**config.mk**
```make
export PLATFORM = sky130hd
export DESIGN_NAME = tagged_motor_command_deframer_unit_flat
export DESIGN_NICKNAME = d
export VERILOG_FILES = /design/src/hw/rtl/tmcd_pkg.sv /design/src/hw/rtl/tmcd_if.sv /design/src/hw/rtl/tagged_motor_command_deframer_unit.sv /design/src/flat_wrapper.sv
export VERILOG_INCLUDE_DIRS = /design/src /design/src/hw/rtl
export SDC_FILE = /design/constraint.sdc
export NUM_CORES = 1
export LEC_CHECK = 0
export ABC_CLOCK_PERIOD_IN_PS = 8000
export BUFFER_PORTS_ARGS = -buffer_cell sky130_fd_sc_hd__buf_2
export CORE_MARGIN = 1
export CORE_UTILIZATION = 29
export CTS_CLUSTER_DIAMETER = 120
export DETAILED_ROUTE_END_ITERATION = 8
export SLEW_MARGIN = 10
export SYNTH_ARGS = -nofsm -noshare
export SYNTH_HDL_FRONTEND = slang
export SYNTH_SLANG_ARGS = --single-unit
```
**constraint.sdc**
```tcl
create_clock -name clk_i -period 8 [get_ports clk_i]
set_clock_uncertainty 0.15 [all_clocks]
set_input_delay 0.8 -clock clk_i [delete_from_list [all_inputs] [get_ports clk_i]]
set_output_delay 0.8 -clock clk_i [all_outputs]
set_load 0.03 [all_outputs]
```
**src/hw/rtl/assert_macros.svh**
```systemverilog
// Assertion macros shared by the RTL of the motor command deframer.
// Every macro samples on clk_i and is disabled while rst_ni is low.
`ifndef ASSERT_MACROS_SVH
`define ASSERT_MACROS_SVH

// Plain property check on the rising clock edge.
`define ASSERT_CLK(label, prop, msg) \
  label: assert property (@(posedge clk_i) disable iff (!rst_ni) (prop)) \
    else $error(msg);

// Implication check: the consequent holds in the same cycle.
`define ASSERT_IMPL(label, ante, cons, msg) \
  label: assert property (@(posedge clk_i) disable iff (!rst_ni) (ante) |-> (cons)) \
    else $error(msg);

// Implication check: the consequent holds in the cycle after the antecedent.
`define ASSERT_NEXT(label, ante, cons, msg) \
  label: assert property (@(posedge clk_i) disable iff (!rst_ni) (ante) |=> (cons)) \
    else $error(msg);

`endif

```
**src/hw/rtl/tmcd_pkg.sv**
```systemverilog
// Package of the motor command deframer: field widths, codes and the result type.
// No dependencies; the channel interfaces and the top level use it.
`timescale 1ns / 1ps

package tmcd_pkg;

  localparam int unsigned CmdW     = 2;
  localparam int unsigned ByteW    = 8;
  localparam int unsigned ActionW  = 2;
  localparam int unsigned SpeedW   = 12;
  localparam int unsigned DataW    = 6;
  localparam int unsigned TagW     = 2;
  localparam int unsigned SlotN    = 4;
  localparam int unsigned CountW   = 4;
  localparam int unsigned CfgIdxW  = 1;
  localparam int unsigned CfgDataW = 4;

  localparam logic [7:0]      GoodFrameTags = 8'b0001_1011;
  localparam logic [TagW-1:0] TerminalTag   = 2'b11;
  localparam logic [CountW-1:0] MaxBytesReset = 4'd4;

  typedef enum logic [CmdW-1:0] {
    CMD_BYTE   = 2'd0,
    CMD_BUTTON = 2'd1,
    CMD_TICK   = 2'd2
  } cmd_e;

  typedef enum logic [ActionW-1:0] {
    ACT_NONE   = 2'd0,
    ACT_SPEEDS = 2'd1,
    ACT_STOP   = 2'd2
  } action_e;

  typedef enum logic [CfgIdxW-1:0] {
    CFG_MAX_BYTES = 1'd0,
    CFG_WDOG_EN   = 1'd1
  } cfg_idx_e;

  typedef struct packed {
    action_e           action;
    logic [SpeedW-1:0] right_speed;
    logic [SpeedW-1:0] left_speed;
    logic              enabled;
  } res_t;

endpackage

```
**src/hw/rtl/tmcd_if.sv**
```systemverilog
// Valid/ready channel interfaces of the motor command deframer.
// Depends on tmcd_pkg for the field widths.
`timescale 1ns / 1ps

interface tmcd_evt_if;
  logic                       valid;
  logic                       ready;
  logic [tmcd_pkg::CmdW-1:0]  cmd;
  logic [tmcd_pkg::ByteW-1:0] rx_byte;

  modport source (output valid, output cmd, output rx_byte, input ready);
  modport sink   (input valid, input cmd, input rx_byte, output ready);
endinterface

interface tmcd_res_if;
  logic                          valid;
  logic                          ready;
  logic [tmcd_pkg::ActionW-1:0]  action;
  logic [tmcd_pkg::SpeedW-1:0]   right_speed;
  logic [tmcd_pkg::SpeedW-1:0]   left_speed;
  logic                          enabled;

  modport source (output valid, output action, output right_speed,
                  output left_speed, output enabled, input ready);
  modport sink   (input valid, input action, input right_speed,
                  input left_speed, input enabled, output ready);
endinterface

```
**src/hw/rtl/tagged_motor_command_deframer_unit.sv**
```systemverilog
// Top level of the motor command deframer: frame state, result register and skid stage.
// Depends on tmcd_pkg, the channel interfaces in tmcd_if.sv and assert_macros.svh.
`timescale 1ns / 1ps

// Usage:
// Each word on evt_i is one event: a received byte (cmd 0), a button toggle
// (cmd 1) or a watchdog tick (cmd 2). Every accepted word yields exactly one
// word on res_o, in order: action (none, new speeds, stop), the two 12-bit
// speeds and the enable flag after the event.
// The result is registered at the edge that accepts the event, in the output
// or the skid register. Throughput is one event per cycle while evt_i.ready is
// high; one pass updates the frame state, so events never wait on each other.
// When the receiver stalls, one further result is parked in a skid register;
// evt_i.ready drops only while that skid register is full.
// The configuration port takes max_bytes_without_end (index 0) and
// watchdog_enable (index 1) on any edge with cfg_we_i high; write it only
// while idle.
// Reset clears the slots, the tag history, the byte counter, the seen flag and
// the enable flag (the block starts disabled), restores the register defaults
// and empties both output registers.

`include "assert_macros.svh"

module tagged_motor_command_deframer_unit (
  input  logic                          clk_i,
  input  logic                          rst_ni,
  input  logic                          cfg_we_i,
  input  logic [tmcd_pkg::CfgIdxW-1:0]  cfg_index_i,
  input  logic [tmcd_pkg::CfgDataW-1:0] cfg_data_i,
  tmcd_evt_if.sink                      evt_i,
  tmcd_res_if.source                    res_o
);
  import tmcd_pkg::*;

  logic [CountW-1:0] max_bytes_q;
  logic              wdog_en_q;

  logic [DataW-1:0]  slot_q [SlotN];
  logic [DataW-1:0]  slot_d [SlotN];
  logic [7:0]        hist_q, hist_d;
  logic [CountW-1:0] pend_q, pend_d;
  logic              en_q, en_d;
  logic              seen_q, seen_d;

  logic out_valid_q, skid_valid_q;
  res_t out_q, skid_q, res_d;

  logic evt_acc, out_acc;
  logic [TagW-1:0]   tag;
  logic [CountW:0]   cnt_inc;
  logic              clear_slots;

  assign evt_i.ready = ~skid_valid_q;
  assign evt_acc     = evt_i.valid & evt_i.ready;
  assign out_acc     = out_valid_q & res_o.ready;

  assign tag     = evt_i.rx_byte[ByteW-1 -: TagW];
  assign cnt_inc = {1'b0, pend_q} + {{CountW{1'b0}}, 1'b1};

  // Next frame state and the result of the event on the input.
  always_comb begin
    hist_d      = hist_q;
    pend_d      = pend_q;
    en_d        = en_q;
    seen_d      = seen_q;
    clear_slots = 1'b0;
    res_d       = '{action: ACT_NONE, right_speed: '0, left_speed: '0, enabled: 1'b0};
    for (int i = 0; i < SlotN; i++) begin
      slot_d[i] = slot_q[i];
    end

    case (cmd_e'(evt_i.cmd))
      CMD_BYTE: begin
        seen_d = 1'b1;
        if (en_q) begin
          slot_d[tag] = evt_i.rx_byte[DataW-1:0];
          hist_d      = {hist_q[5:0], tag};
          if (tag == TerminalTag) begin
            pend_d = '0;
            if (hist_d == GoodFrameTags) begin
              res_d.action      = ACT_SPEEDS;
              res_d.right_speed = {slot_d[0], slot_d[1]};
              res_d.left_speed  = {slot_d[2], slot_d[3]};
            end else begin
              clear_slots  = 1'b1;
              res_d.action = ACT_STOP;
            end
          end else if (cnt_inc > {1'b0, max_bytes_q}) begin
            clear_slots  = 1'b1;
            res_d.action = ACT_STOP;
            pend_d       = '0;
          end else begin
            pend_d = cnt_inc[CountW-1:0];
          end
        end
      end
      CMD_BUTTON: begin
        en_d = ~en_q;
        if (en_q) begin
          clear_slots  = 1'b1;
          res_d.action = ACT_STOP;
        end
      end
      CMD_TICK: begin
        if (wdog_en_q && !seen_q) begin
          res_d.action = ACT_STOP;
        end
        seen_d = 1'b0;
      end
      default: begin
      end
    endcase

    if (clear_slots) begin
      for (int i = 0; i < SlotN; i++) begin
        slot_d[i] = '0;
      end
    end
    res_d.enabled = en_d;
  end

  always_ff @(posedge clk_i or negedge rst_ni) begin
    if (!rst_ni) begin
      max_bytes_q <= MaxBytesReset;
      wdog_en_q   <= 1'b1;
    end else if (cfg_we_i) begin
      case (cfg_idx_e'(cfg_index_i))
        CFG_MAX_BYTES: max_bytes_q <= cfg_data_i;
        CFG_WDOG_EN:   wdog_en_q   <= cfg_data_i[0];
        default: begin
        end
      endcase
    end
  end

  always_ff @(posedge clk_i or negedge rst_ni) begin
    if (!rst_ni) begin
      for (int i = 0; i < SlotN; i++) begin
        slot_q[i] <= '0;
      end
      hist_q <= '0;
      pend_q <= '0;
      en_q   <= 1'b0;
      seen_q <= 1'b0;
    end else if (evt_acc) begin
      slot_q <= slot_d;
      hist_q <= hist_d;
      pend_q <= pend_d;
      en_q   <= en_d;
      seen_q <= seen_d;
    end
  end

  // Output register plus skid stage. A new result goes to the output register
  // when it is free or being drained this cycle, otherwise into the skid.
  always_ff @(posedge clk_i or negedge rst_ni) begin
    if (!rst_ni) begin
      out_valid_q  <= 1'b0;
      skid_valid_q <= 1'b0;
    end else begin
      if (!out_valid_q || out_acc) begin
        out_valid_q <= evt_acc | skid_valid_q;
        if (skid_valid_q) begin
          skid_valid_q <= 1'b0;
        end
      end else if (evt_acc) begin
        skid_valid_q <= 1'b1;
      end
    end
  end

  always_ff @(posedge clk_i) begin
    if (!out_valid_q || out_acc) begin
      out_q <= skid_valid_q ? skid_q : res_d;
    end else if (evt_acc) begin
      skid_q <= res_d;
    end
  end

  assign res_o.valid       = out_valid_q;
  assign res_o.action      = out_q.action;
  assign res_o.right_speed = out_q.right_speed;
  assign res_o.left_speed  = out_q.left_speed;
  assign res_o.enabled     = out_q.enabled;

  `ASSERT_IMPL(a_skid_behind_out, skid_valid_q, out_valid_q,
               "skid register holds a word while the output register is empty")
  `ASSERT_NEXT(a_accept_fills_out, evt_acc && !out_valid_q, out_valid_q,
               "accepted word did not reach the output register")
  `ASSERT_IMPL(a_speeds_need_enable, out_valid_q && out_q.action == ACT_SPEEDS,
               out_q.enabled, "speeds issued while disabled")
  `ASSERT_IMPL(a_speeds_zero_otherwise, out_valid_q && out_q.action != ACT_SPEEDS,
               out_q.right_speed == '0 && out_q.left_speed == '0,
               "nonzero speeds on a word without new speeds")

endmodule
```
**src/flat_wrapper.sv**
```systemverilog
// flat-port wrapper written by rule: the top's interface ports become plain ports
module tagged_motor_command_deframer_unit_flat import tmcd_pkg::*;
  (clk_i, rst_ni, cfg_we_i, cfg_index_i, cfg_data_i, evt_i_valid, evt_i_cmd, evt_i_rx_byte, evt_i_ready, res_o_valid, res_o_action, res_o_right_speed, res_o_left_speed, res_o_enabled, res_o_ready);
  tmcd_evt_if evt_i_i ();
  tmcd_res_if res_o_i ();
  input  logic clk_i;
  input  logic rst_ni;
  input  logic cfg_we_i;
  input  logic [tmcd_pkg::CfgIdxW-1:0] cfg_index_i;
  input  logic [tmcd_pkg::CfgDataW-1:0] cfg_data_i;
  input wire logic [$bits(evt_i_i.valid)-1:0] evt_i_valid;
  input wire logic [$bits(evt_i_i.cmd)-1:0] evt_i_cmd;
  input wire logic [$bits(evt_i_i.rx_byte)-1:0] evt_i_rx_byte;
  output wire logic [$bits(evt_i_i.ready)-1:0] evt_i_ready;
  output wire logic [$bits(res_o_i.valid)-1:0] res_o_valid;
  output wire logic [$bits(res_o_i.action)-1:0] res_o_action;
  output wire logic [$bits(res_o_i.right_speed)-1:0] res_o_right_speed;
  output wire logic [$bits(res_o_i.left_speed)-1:0] res_o_left_speed;
  output wire logic [$bits(res_o_i.enabled)-1:0] res_o_enabled;
  input wire logic [$bits(res_o_i.ready)-1:0] res_o_ready;
  assign evt_i_i.valid = evt_i_valid;
  assign evt_i_i.cmd = evt_i_cmd;
  assign evt_i_i.rx_byte = evt_i_rx_byte;
  assign evt_i_ready = evt_i_i.ready;
  assign res_o_valid = res_o_i.valid;
  assign res_o_action = res_o_i.action;
  assign res_o_right_speed = res_o_i.right_speed;
  assign res_o_left_speed = res_o_i.left_speed;
  assign res_o_enabled = res_o_i.enabled;
  assign res_o_i.ready = res_o_ready;
  tagged_motor_command_deframer_unit u_core (.clk_i(clk_i), .rst_ni(rst_ni), .cfg_we_i(cfg_we_i), .cfg_index_i(cfg_index_i), .cfg_data_i(cfg_data_i), .evt_i(evt_i_i), .res_o(res_o_i));
endmodule
```
### Word-level counts from Yosys, hierarchy flattened

Index checks and enable logic that the tools add are counted.

| word-level totals | value |
|---|---|
| flip-flop bits (word level) | 97 |
| logic and storage cells | 81 |

| operators by class | value |
|---|---|
| add/sub/neg operators | 1 |
| reduce and logical (&&, ||, !) cells | 16 |
| equal/unequal tests | 4 |
| bitwise gates (word level) | 8 |
| muxes and demuxes | 29 |
| magnitude comparators | 3 |

Operators by type and width:

| operator | count |
|---|---|
| $mux W24 | 6 |
| $mux W27 | 1 |
| $mux W26 | 1 |
| $bwmux W24 | 1 |
| $demux W6 S2 | 1 |
| $mux W2 | 5 |
| $eq A8 B5 Y1 const B | 1 |
| $mux W1 | 8 |
| $mux W4 | 2 |
| $reduce_and A2 Y1 | 4 |
| $reduce_bool A2 Y1 | 4 |
| $mux W6 | 1 |
| $pmux W2 S3 | 1 |
| $reduce_and A3 Y1 | 2 |
| $add A4 B1 Y5 const B | 1 |
| $gt A5 B4 Y1 | 1 |
| $eq A2 B2 Y1 const B | 2 |
| $not A1 Y1 | 4 |
| $pmux W1 S2 | 2 |
| $ge A3 B3 Y1 const B | 1 |
| $lt A3 B1 Y1 const B | 1 |
| $not A2 Y3 | 1 |
| $and A1 B1 Y1 | 2 |
| $eq A2 B1 Y1 const B | 1 |
| 5 further kinds | 7 |

### Depth between registers and ports, before layout

Gate-level depths: netlist (run 1).

| logic depth | value |
|---|---|
| word-level depth | 11 |
| depth in mapped cells | 8 |

### Worst setup path before layout (run 1)

OpenSTA, ideal clock, no wires.

| timing path | value |
|---|---|
| kind | input port to flip-flop |
| start point | input port res_o_ready |
| end point | register u_core.skid_q[0] (netlist bit), enable pin |
| cell stages on the path | 2 |
| required time | 7.439 ns |
| arrival | 2.788 ns |
| buffers on the path | 0 |
| setup slack | 4.651 ns |
| cell sequence | nand2b_1 nor2_1 |

| between the ends | value |
|---|---|
| longest elaborated chain between the ends | 4 |

Ends and longest elaborated chain:

| what | RTL line | RTL |
|---|---|---|
| from (decl) | flat_wrapper.sv:20 | `input wire logic [$bits(res_o_i.ready)-1:0] res_o_ready;` |
| $and A1 B1 Y1 | tagged_motor_command_deframer_unit.sv:55 | `assign out_acc = out_valid_q & res_o.ready;` |
| $logic_or A1 B1 Y1 | tagged_motor_command_deframer_unit.sv:173 | `if (!out_valid_q \|\| out_acc) begin` |
| $not A1 Y1 (no source line) | - |  |
| $reduce_and A2 Y1 (no source line) | - |  |
| to (signal assigned) | tagged_motor_command_deframer_unit.sv:176 | `skid_q <= res_d;` |
| to (decl) | tagged_motor_command_deframer_unit.sv:46 | `res_t out_q, skid_q, res_d;` |

No other way between the ends.
A chain may end at the register's enable or synchronous reset.

### Final worst setup path (run 1)

| timing path | value |
|---|---|
| start point | register u_core.pend_q[0] |
| end point | register u_core.slot_q[19] (netlist bit) |

| between the ends | value |
|---|---|
| longest elaborated chain between the ends | 8 |
| elaborated cells between the ends (all ways) | 10 |
| those cells by class | add/sub (1); order compare (1); mux (5); reduce/logical (3) |

Ends and longest elaborated chain:

| what | RTL line | RTL |
|---|---|---|
| from (decl) | tagged_motor_command_deframer_unit.sv:41 | `logic [CountW-1:0] pend_q, pend_d;` |
| from (signal assigned) | tagged_motor_command_deframer_unit.sv:148 | `pend_q <= pend_d;` |
| $add A4 B1 Y5 (*) | tagged_motor_command_deframer_unit.sv:58 | `assign cnt_inc = {1'b0, pend_q} + {{CountW{1'b0}}, 1'b1};` |
| $gt A5 B4 Y1 (*) | tagged_motor_command_deframer_unit.sv:88 | `end else if (cnt_inc > {1'b0, max_bytes_q}) begin` |
| $mux W1 (*) | tagged_motor_command_deframer_unit.sv:88 |  |
| $mux W1 (*) | tagged_motor_command_deframer_unit.sv:78 | `if (tag == TerminalTag) begin` |
| $mux W1 (*) | tagged_motor_command_deframer_unit.sv:75 | `if (en_q) begin` |
| $pmux W1 S2 (*) | tagged_motor_command_deframer_unit.sv:72 | `case (cmd_e'(evt_i.cmd))` |
| $reduce_bool A2 Y1 (no source line) | - |  |
| $reduce_and A3 Y1 (no source line) | - |  |
| to (signal assigned) | tagged_motor_command_deframer_unit.sv:146 | `slot_q <= slot_d;` |
| to (decl) | tagged_motor_command_deframer_unit.sv:38 | `logic [DataW-1:0] slot_q [SlotN];` |

Every way passes the cells marked *; elsewhere a longest branch is shown, timed or not.

==> metrics.md, run 1 <==
| Metric | Value |
|---|---|
| Mapped Cells | 305 |
| Post-Place Cell Area | 4415 sq um |
| DP Wirelength | 5481 microns |
| # diodes | 0 |
| Die Area | 14220 sq um |
| Clock Path Buffers | 2 |
| HP Class | register to register |
| Largest net degree at the start of global routing | 38 |
| Filler instances | 1336 |
| Slew @ Worst Pin | 0.8420 ns |
| Antenna-violating nets left | 0 |
| Overflow after GRT | 0 |
| # rows | 42 |
| Mapped Avg Cell Area | 13.07 sq um |
| Resized Gates After CTS | 0 |
| Clock Sinks | 91 |
| GP Congestion | 0.7643 |
| Area of the core | 13350 sq um |
| DRT Wirelength | 8032 microns |
| Setup CP Type | register to register |
| Final Core Density | 0.3529 |
| Fin crit period | 3.051 ns |
| Worst-path clk slew | 0.06 ns |
| Yosys synthesis warning count | 0 |
| Crit path launch type | register |
| Largest area contributor in the netlist | edfxtp_1 |
| Worst Setup End Kind | register |
| Final Cell Area | 4711 sq um |
| Total power | 1.236 mW |
| Number of global-route vias before repair | 2622 |
| Die H | 119.2 microns |
| FMAX | 327.8 MHz |
| TritonCTS buffer count | 9 |
| Final hold vios | 0 |
| H-tree lvl count | 3 |
| Synthesized flop and latch total | 91 |
| CTS root buf | clkbuf_16 |
| Hold-fix buffers, CTS | 0 |
| Initial Util | 0.2987 |
| Layout area overhead | 18.17% |
| Wire per inst | 15.04 microns |
| Post-synthesis sequential area ratio | 0.6397 |
| RSZ-0062 raised after global routing | no |
| Fin crit share | 0.3813 |
| GRT Resource Usage Total | 0.1267 |
| PortBufs | 48 |
| Critical path data required time | 8.13 ns |
| Drt pass-1 iters | 4 |
| Leak | 1.921 nW |
| Status | finished clean |
| Setup TNS | 0 ns |
| Unique masters post-synth | 35 |
| DRC | 0 |
| Initial antenna violation count | 0 |
| Vias per cell | 4.856 |
| MaxCap Viol Count | 0 |
| I/O pins | 49 |
| Clock Latency Late Sink | 0.35 ns |
| Die Width | 119.2 microns |
| Cell Area, Synth | 3986 sq um |
| Top cells by area, synth | edfxtp_1 41%, dfrtp_1 22%, mux2_2 7.6% |
| Layout cells sized above 1 | 0.2933 |
| Post-CTS setup buffer count | 0 |
| Detailed-route via count | 2593 |
| Pwr dens | 262.3 nW/um^2 |
| Setup Viol. Count Final | 0 |
| Net Count, Synth | 331 |
| 1st-iter DRT viols | 146 |
| Worst vdd ir | 79.46 uV |
| Share of the synthesized area in the top cell type | 0.4068 |
| CTS tree | built |
| First-pass GRT wire length | 13690 microns |
| Nets | 379 |
| Worst-path fanout max | 7 |
| Final worst-path setup slack | 4.950 ns |
| Rel. slew slack | 0.4373 |
| Slew Viols, Final | 0 |
| Pre-CTS setup slack | 4.963 ns |
| Worst Path Arrival | 3.18 ns |
[worst paths after layout]
path | startpoint | endpoint | slack, ns | depth (start not counted)
max | u_core.pend_q[0] | u_core.slot_q[19] | 4.95 | 8
max reg2reg | u_core.pend_q[0] | u_core.slot_q[19] | 4.95 | 8
min | u_core.slot_q[23] | u_core.slot_q[23] | 0.36 | 1
min in group asynchronous | rst_ni | u_core.max_bytes_q[0] | 0.40 | 1
min reg2reg | u_core.slot_q[23] | u_core.slot_q[23] | 0.36 | 1
max in group asynchronous | rst_ni | u_core.slot_q[16] | 6.76 | 1
[power by group]
group	switching (mW)	internal (mW)
clock	0.185	0.232
combinational	0.130	0.0869
sequential	0.0371	0.565
total	0.352	0.884
[critical path: stages (launching register included)]
cell and delay [ns]:
dfrtp_1 0.43, ha_1 0.28, xor2_1 0.17, ha_1 0.32, nand4_1 0.16, a311oi_1 0.41, a2111oi_4 0.17, o41ai_2 0.64
a22o_1 0.25
[cell type report]
cell class              instances  area (sq um)  area share
clock inverters                 6         45.04    0.009562
multi-input cells             191          1349      0.2863
flip-flops and latches         91          2550      0.5413
well taps                     176         220.2     0.04675
clock buffers                  10         250.2     0.05312
repair buffers                 51         262.8     0.05578
inverters                       9         33.78    0.007171
[cells by family (layout without fill, tap and decap cells)]
logic type | count (synthesis) | after routing | synth area share
flip-flops | 91 | 91 | 0.6397
AND/OR/NAND/NOR | 91 | 91 | 0.1105
AO/OA/AOI/OAI | 59 | 59 | 0.1127
multiplexers | 33 | 33 | 0.09134
buffers and inverters | 23 | 76 | 0.02260
adder cells (fa/ha/maj) | 6 | 6 | 0.01883
XOR/XNOR | 2 | 2 | 0.004395
[cells in the final DEF (no fill, tap or decap), types with 2 or more instances in the layout]
cell type   count
edfxtp_1       54
mux2i_1         6
nand2b_1        4
a22o_1         18
o21ai_0         9
o41ai_2         3
clkinv_2        2
a21oi_1        16
a311oi_1        2
ha_1            6
clkbuf_16      10
dfrtp_1        35
nand3_1         3
buf_4           3
clkinvlp_4      2
dfstp_2         2
mux2_2         27
o31ai_1         7
nand2_1        52
inv_1           9
and3_1          7
nor2_1         10
nor2b_1         5
buf_2          48
nor4_2          2
[through the flow]
stage               std cells  hold WS, ns
finish                    534       0.3584
global route              534       0.3692
CTS                       534       0.3593
detailed placement        518       0.3421
global placement          518       0.3382
floorplan                 305       0.3222
[sequential cells by signal (all words and copies together), names as in the netlist]
register and flops:
u_core.en_q 1, u_core.hist_q 6, u_core.max_bytes_q 4, u_core.pend_q 4
u_core.res_o.action 2, u_core.res_o.enabled 1, u_core.res_o.left_speed 12, u_core.res_o.right_speed 12
u_core.res_o.valid 1, u_core.seen_q 1, u_core.skid_q 27, u_core.skid_valid_q 1
u_core.slot_q 18, u_core.wdog_en_q 1
[cell usage after synthesis]
master	count
xor2_1	1
nand2b_1	4
o41ai_2	3
and3_1	7
o21a_1	1
nand2_1	52
nor4_2	2
mux2i_1	6
nand4b_1	1
nor2_1	11
nor4b_1	1
a2111oi_4	1
o31ai_1	7
a21oi_1	16
dfrtp_1	35
nor4b_2	1
o22ai_1	1
a311oi_1	2
mux2_2	27
buf_2	3
nand4_1	1
clkbuf_1	11
edfxtp_1	54
a22o_1	18
o21ai_0	9
xnor2_1	1
and2_1	1
and4b_1	1
inv_1	9
nor2b_1	5
and2_4	1
nand3_1	3
ha_1	6
dfstp_2	2
a31oi_1	1
[layer usage]
| metal | track usage | vias to the layer above | part of all wire |
|---|---|---|---|
| met2 | 0.1922 | 72 | 0.46 |
| li1 | - | 1224 | - |
| met1 | 0.1667 | 1289 | 0.47 |
| met5 | 0 | - | 0 |
| met4 | 0.04984 | 0 | 0.013 |
| met3 | 0.04119 | 8 | 0.056 |
Power figures use the tool's default switching activity.
==> inputs of run 2 (changes only) <==
--- a/config.mk
+++ b/config.mk
@@ -6,7 +6,7 @@
 export SDC_FILE = /design/constraint.sdc
 export NUM_CORES = 1
 export LEC_CHECK = 0
-export ABC_CLOCK_PERIOD_IN_PS = 8000
+export ABC_CLOCK_PERIOD_IN_PS = 2450
 export BUFFER_PORTS_ARGS = -buffer_cell sky130_fd_sc_hd__buf_2
 export CORE_MARGIN = 1
 export CORE_UTILIZATION = 29
==> constraint.sdc (replaced) <==
create_clock -name clk_i -period 2.45 [get_ports clk_i]
set_clock_uncertainty 0.15 [all_clocks]
set_input_delay 0.245 -clock clk_i [delete_from_list [all_inputs] [get_ports clk_i]]
set_output_delay 0.245 -clock clk_i [all_outputs]
set_load 0.03 [all_outputs]
==> run 2 against run 1 <==
The run now ends with setup timing left; sequential share of layout area fell by 3.0 points; count of clock-buffer cells in the layout is 1 higher; wire length increased by 0.88%; global-route usage fell by 0.46 points; first-iteration DRC count grew 23%; via count grew 0.77%; maximum frequency increased by 18%; core utilization is 2.1 points higher; non-clock buffer count up 23; total power grew to 3.4 times the previous value; setup slack lost 5.1 ns; final area rose by 5.9%; critical endpoint is now u_core.slot_q[17]; largest cell class unchanged; highest routed layer unchanged.
==> metrics.md, run 2 (synthesis results as in run 1) <==
| Metric | Value |
|---|---|
| Initial antenna violation count | 0 (unchanged) |
| Final worst-path setup slack | -0.1420 ns (was 4.950 ns) |
| PortBufs | 48 (unchanged) |
| I/O pins | 49 (unchanged) |
| Worst-path fanout max | 7 (unchanged) |
| RSZ-0062 raised after global routing | yes (was no) |
| CTS root buf | clkbuf_16 (unchanged) |
| Worst hold margin | 0.01676 ns (was 0.3584 ns) |
| Detailed-route via count | 2613 (was 2593) |
| Drt pass-1 iters | 4 (unchanged) |
| Largest net degree at the start of global routing | 38 (unchanged) |
| Clock Sinks | 91 (unchanged) |
| Slew @ Worst Pin | 0.8547 ns (was 0.8420 ns) |
| FMAX | 385.8 MHz (was 327.8 MHz) |
| Setup Viol. Count Final | 20 (was 0) |
| Leak | 2.044 nW (was 1.921 nW) |
| MaxCap Viol Count | 0 (unchanged) |
| Status | finished, violations left (was finished clean) |
| GP Congestion | 0.7598 (was 0.7643) |
| Crit path launch type | register (unchanged) |
| Failing checks | setup timing |
| H-tree lvl count | 3 (unchanged) |
| Antenna-violating nets left | 0 (unchanged) |
| GRT Resource Usage Total | 0.1221 (was 0.1267) |
| Wire per inst | 14.55 microns (was 15.04 microns) |
| Non-filler cells, final | 557 (was 534) |
| First-pass GRT wire length | 13570 microns (was 13690 microns) |
| Clock Path Buffers | 2 (unchanged) |
| Overflow after GRT | 0 (unchanged) |
| Most frequent cells in the layout | 54 x edfxtp_1, 52 x nand2_1, 48 x buf_2 (unchanged) |
| Pre-CTS setup slack | -0.2203 ns (was 4.963 ns) |
| Rel. slew slack | 0.4302 (was 0.4373) |
| Setup CP Type | register to register (unchanged) |
| DRT Wirelength | 8103 microns (was 8032 microns) |
| Initial Util | 0.2987 (unchanged) |
| Number of global-route vias before repair | 2554 (was 2622) |
| DP Wirelength | 5523 microns (was 5481 microns) |
| Pwr dens | 840.6 nW/um^2 (was 262.3 nW/um^2) |
| Worst-path clk slew | 0.06 ns (about the same) |
| CTS tree | built (unchanged) |
| # rows | 42 (unchanged) |
| Layout cells sized above 1 | 0.3307 (was 0.2933) |
| Most flop-heavy register | u_core.skid_q (unchanged) |
| Area of the core | 13350 sq um (unchanged) |
| 1st-iter DRT viols | 179 (was 146) |
| Nets | 402 (was 379) |
| Commonest non-fill, non-tap cell in the layout | edfxtp_1 (unchanged) |
| HP Class | primary input to register (was register to register) |
| Fin crit share | 1.058 (was 0.3813) |
| DRC | 0 (unchanged) |
| TritonCTS buffer count | 9 (unchanged) |
| Final hold vios | 0 (unchanged) |
| Critical path data required time | 2.52 ns (was 8.13 ns) |
| Clock Latency Late Sink | 0.34 ns (was 0.35 ns) |
| Worst Path Arrival | 2.66 ns (was 3.18 ns) |
| Inst Count DP | 531 (was 518) |
| Largest registers | u_core.skid_q x27, u_core.slot_q x18 (unchanged) |
| Layout area overhead | 25.14% (was 18.17%) |
| Worst Setup End Kind | register (unchanged) |
| Vias per cell | 4.691 (was 4.856) |
| Die Width | 119.2 microns (unchanged) |
| Die Area | 14220 sq um (unchanged) |
| Fin crit period | 2.592 ns (was 3.051 ns) |
| Setup TNS | -2.336 ns (was 0 ns) |
| Slew Viols, Final | 0 (unchanged) |
| # diodes | 0 (unchanged) |
| Max reg flops | 27 (unchanged) |
| Die H | 119.2 microns (unchanged) |
| Worst vdd ir | 355.8 uV (was 79.46 uV) |
[run 2: changes by cell type in the layout (fill, tap and decap cells not counted), moves of 3 or more]
cell,change
buf_4,+17
dlygate4sd3_1,+5
o41ai_2,-3
o41ai_4,+3
[run 2: critical path, stage by stage (launching register included)]
cell and delay, ns:
dfrtp_1 0.42, ha_4 0.18, xor2_1 0.14, ha_1 0.32, nand4b_1 0.10, and3_4 0.18, a2111oi_4 0.34, buf_12 0.19
o41ai_4 0.06, buf_4 0.18, a22o_1 0.21
[run 2: stage by stage]
step	instance area, sq um	total power [mW]	util
2_1_floorplan	4045	2.541	-
3_3_place_gp	4582	2.750	0.3433
3_5_place_dp	4582	2.786	0.3433
4_1_cts	4965	4.232	0.3720
5_1_grt	4989	4.398	0.3737
6_report	4989	4.193	0.3737
[run 2: power breakdown]
group	leakage (nW)	internal, mW	switching, mW	total, mW
combinational	0.874	0.367	0.461	0.828
sequential	1.02	1.85	0.121	1.97
clock	0.147	0.824	0.573	1.40
[run 2: layout make-up]
type	count	area, sq um
clock buffers	11	242.7
repair buffers	74	460.4
well taps	176	220.2
clock inverters	5	60.06
flip-flops and latches	91	2551
fillers	1319	8359
multi-input cells	191	1420
inverters	9	33.78
[run 2: timing repair]
| item | in CTS | in global routing |
|---|---|---|
| hold buffers | 5 | 0 |
| endpoints found under the hold margin | 39 | 0 |
| setup buffers | 3 | 2 |
| endpoints found under the setup margin | 20 | 20 |
| pin swaps | 2 | 1 |
| gates resized for setup | 2 | 1 |
[run 2: worst paths after layout]
check	from	endpoint	slack [ns]	cells past startpoint
worst min-delay path	cfg_data_i[0]	u_core.max_bytes_q[0]	0.02	2
worst min register to register	u_core.hist_q[4]	u_core.hist_q[4]	0.36	1
worst max register to register	u_core.pend_q[0]	u_core.slot_q[17]	-0.14	10
min in group asynchronous	rst_ni	u_core.pend_q[2]	0.41	2
max in group asynchronous	rst_ni	u_core.pend_q[2]	1.16	2
worst max-delay path	u_core.pend_q[0]	u_core.slot_q[17]	-0.14	10
[run 2: per-layer routing]
layer  vias to the layer above  global-route usage  part of all wire  wire [microns]
met5                         -                   0                 0               0
met1                      1273              0.1670              0.47            3796
met4                         0             0.03797             0.011              91
li1                       1260                   -                 -               -
met2                        70              0.1882              0.47            3812
met3                        10             0.03209             0.050             403
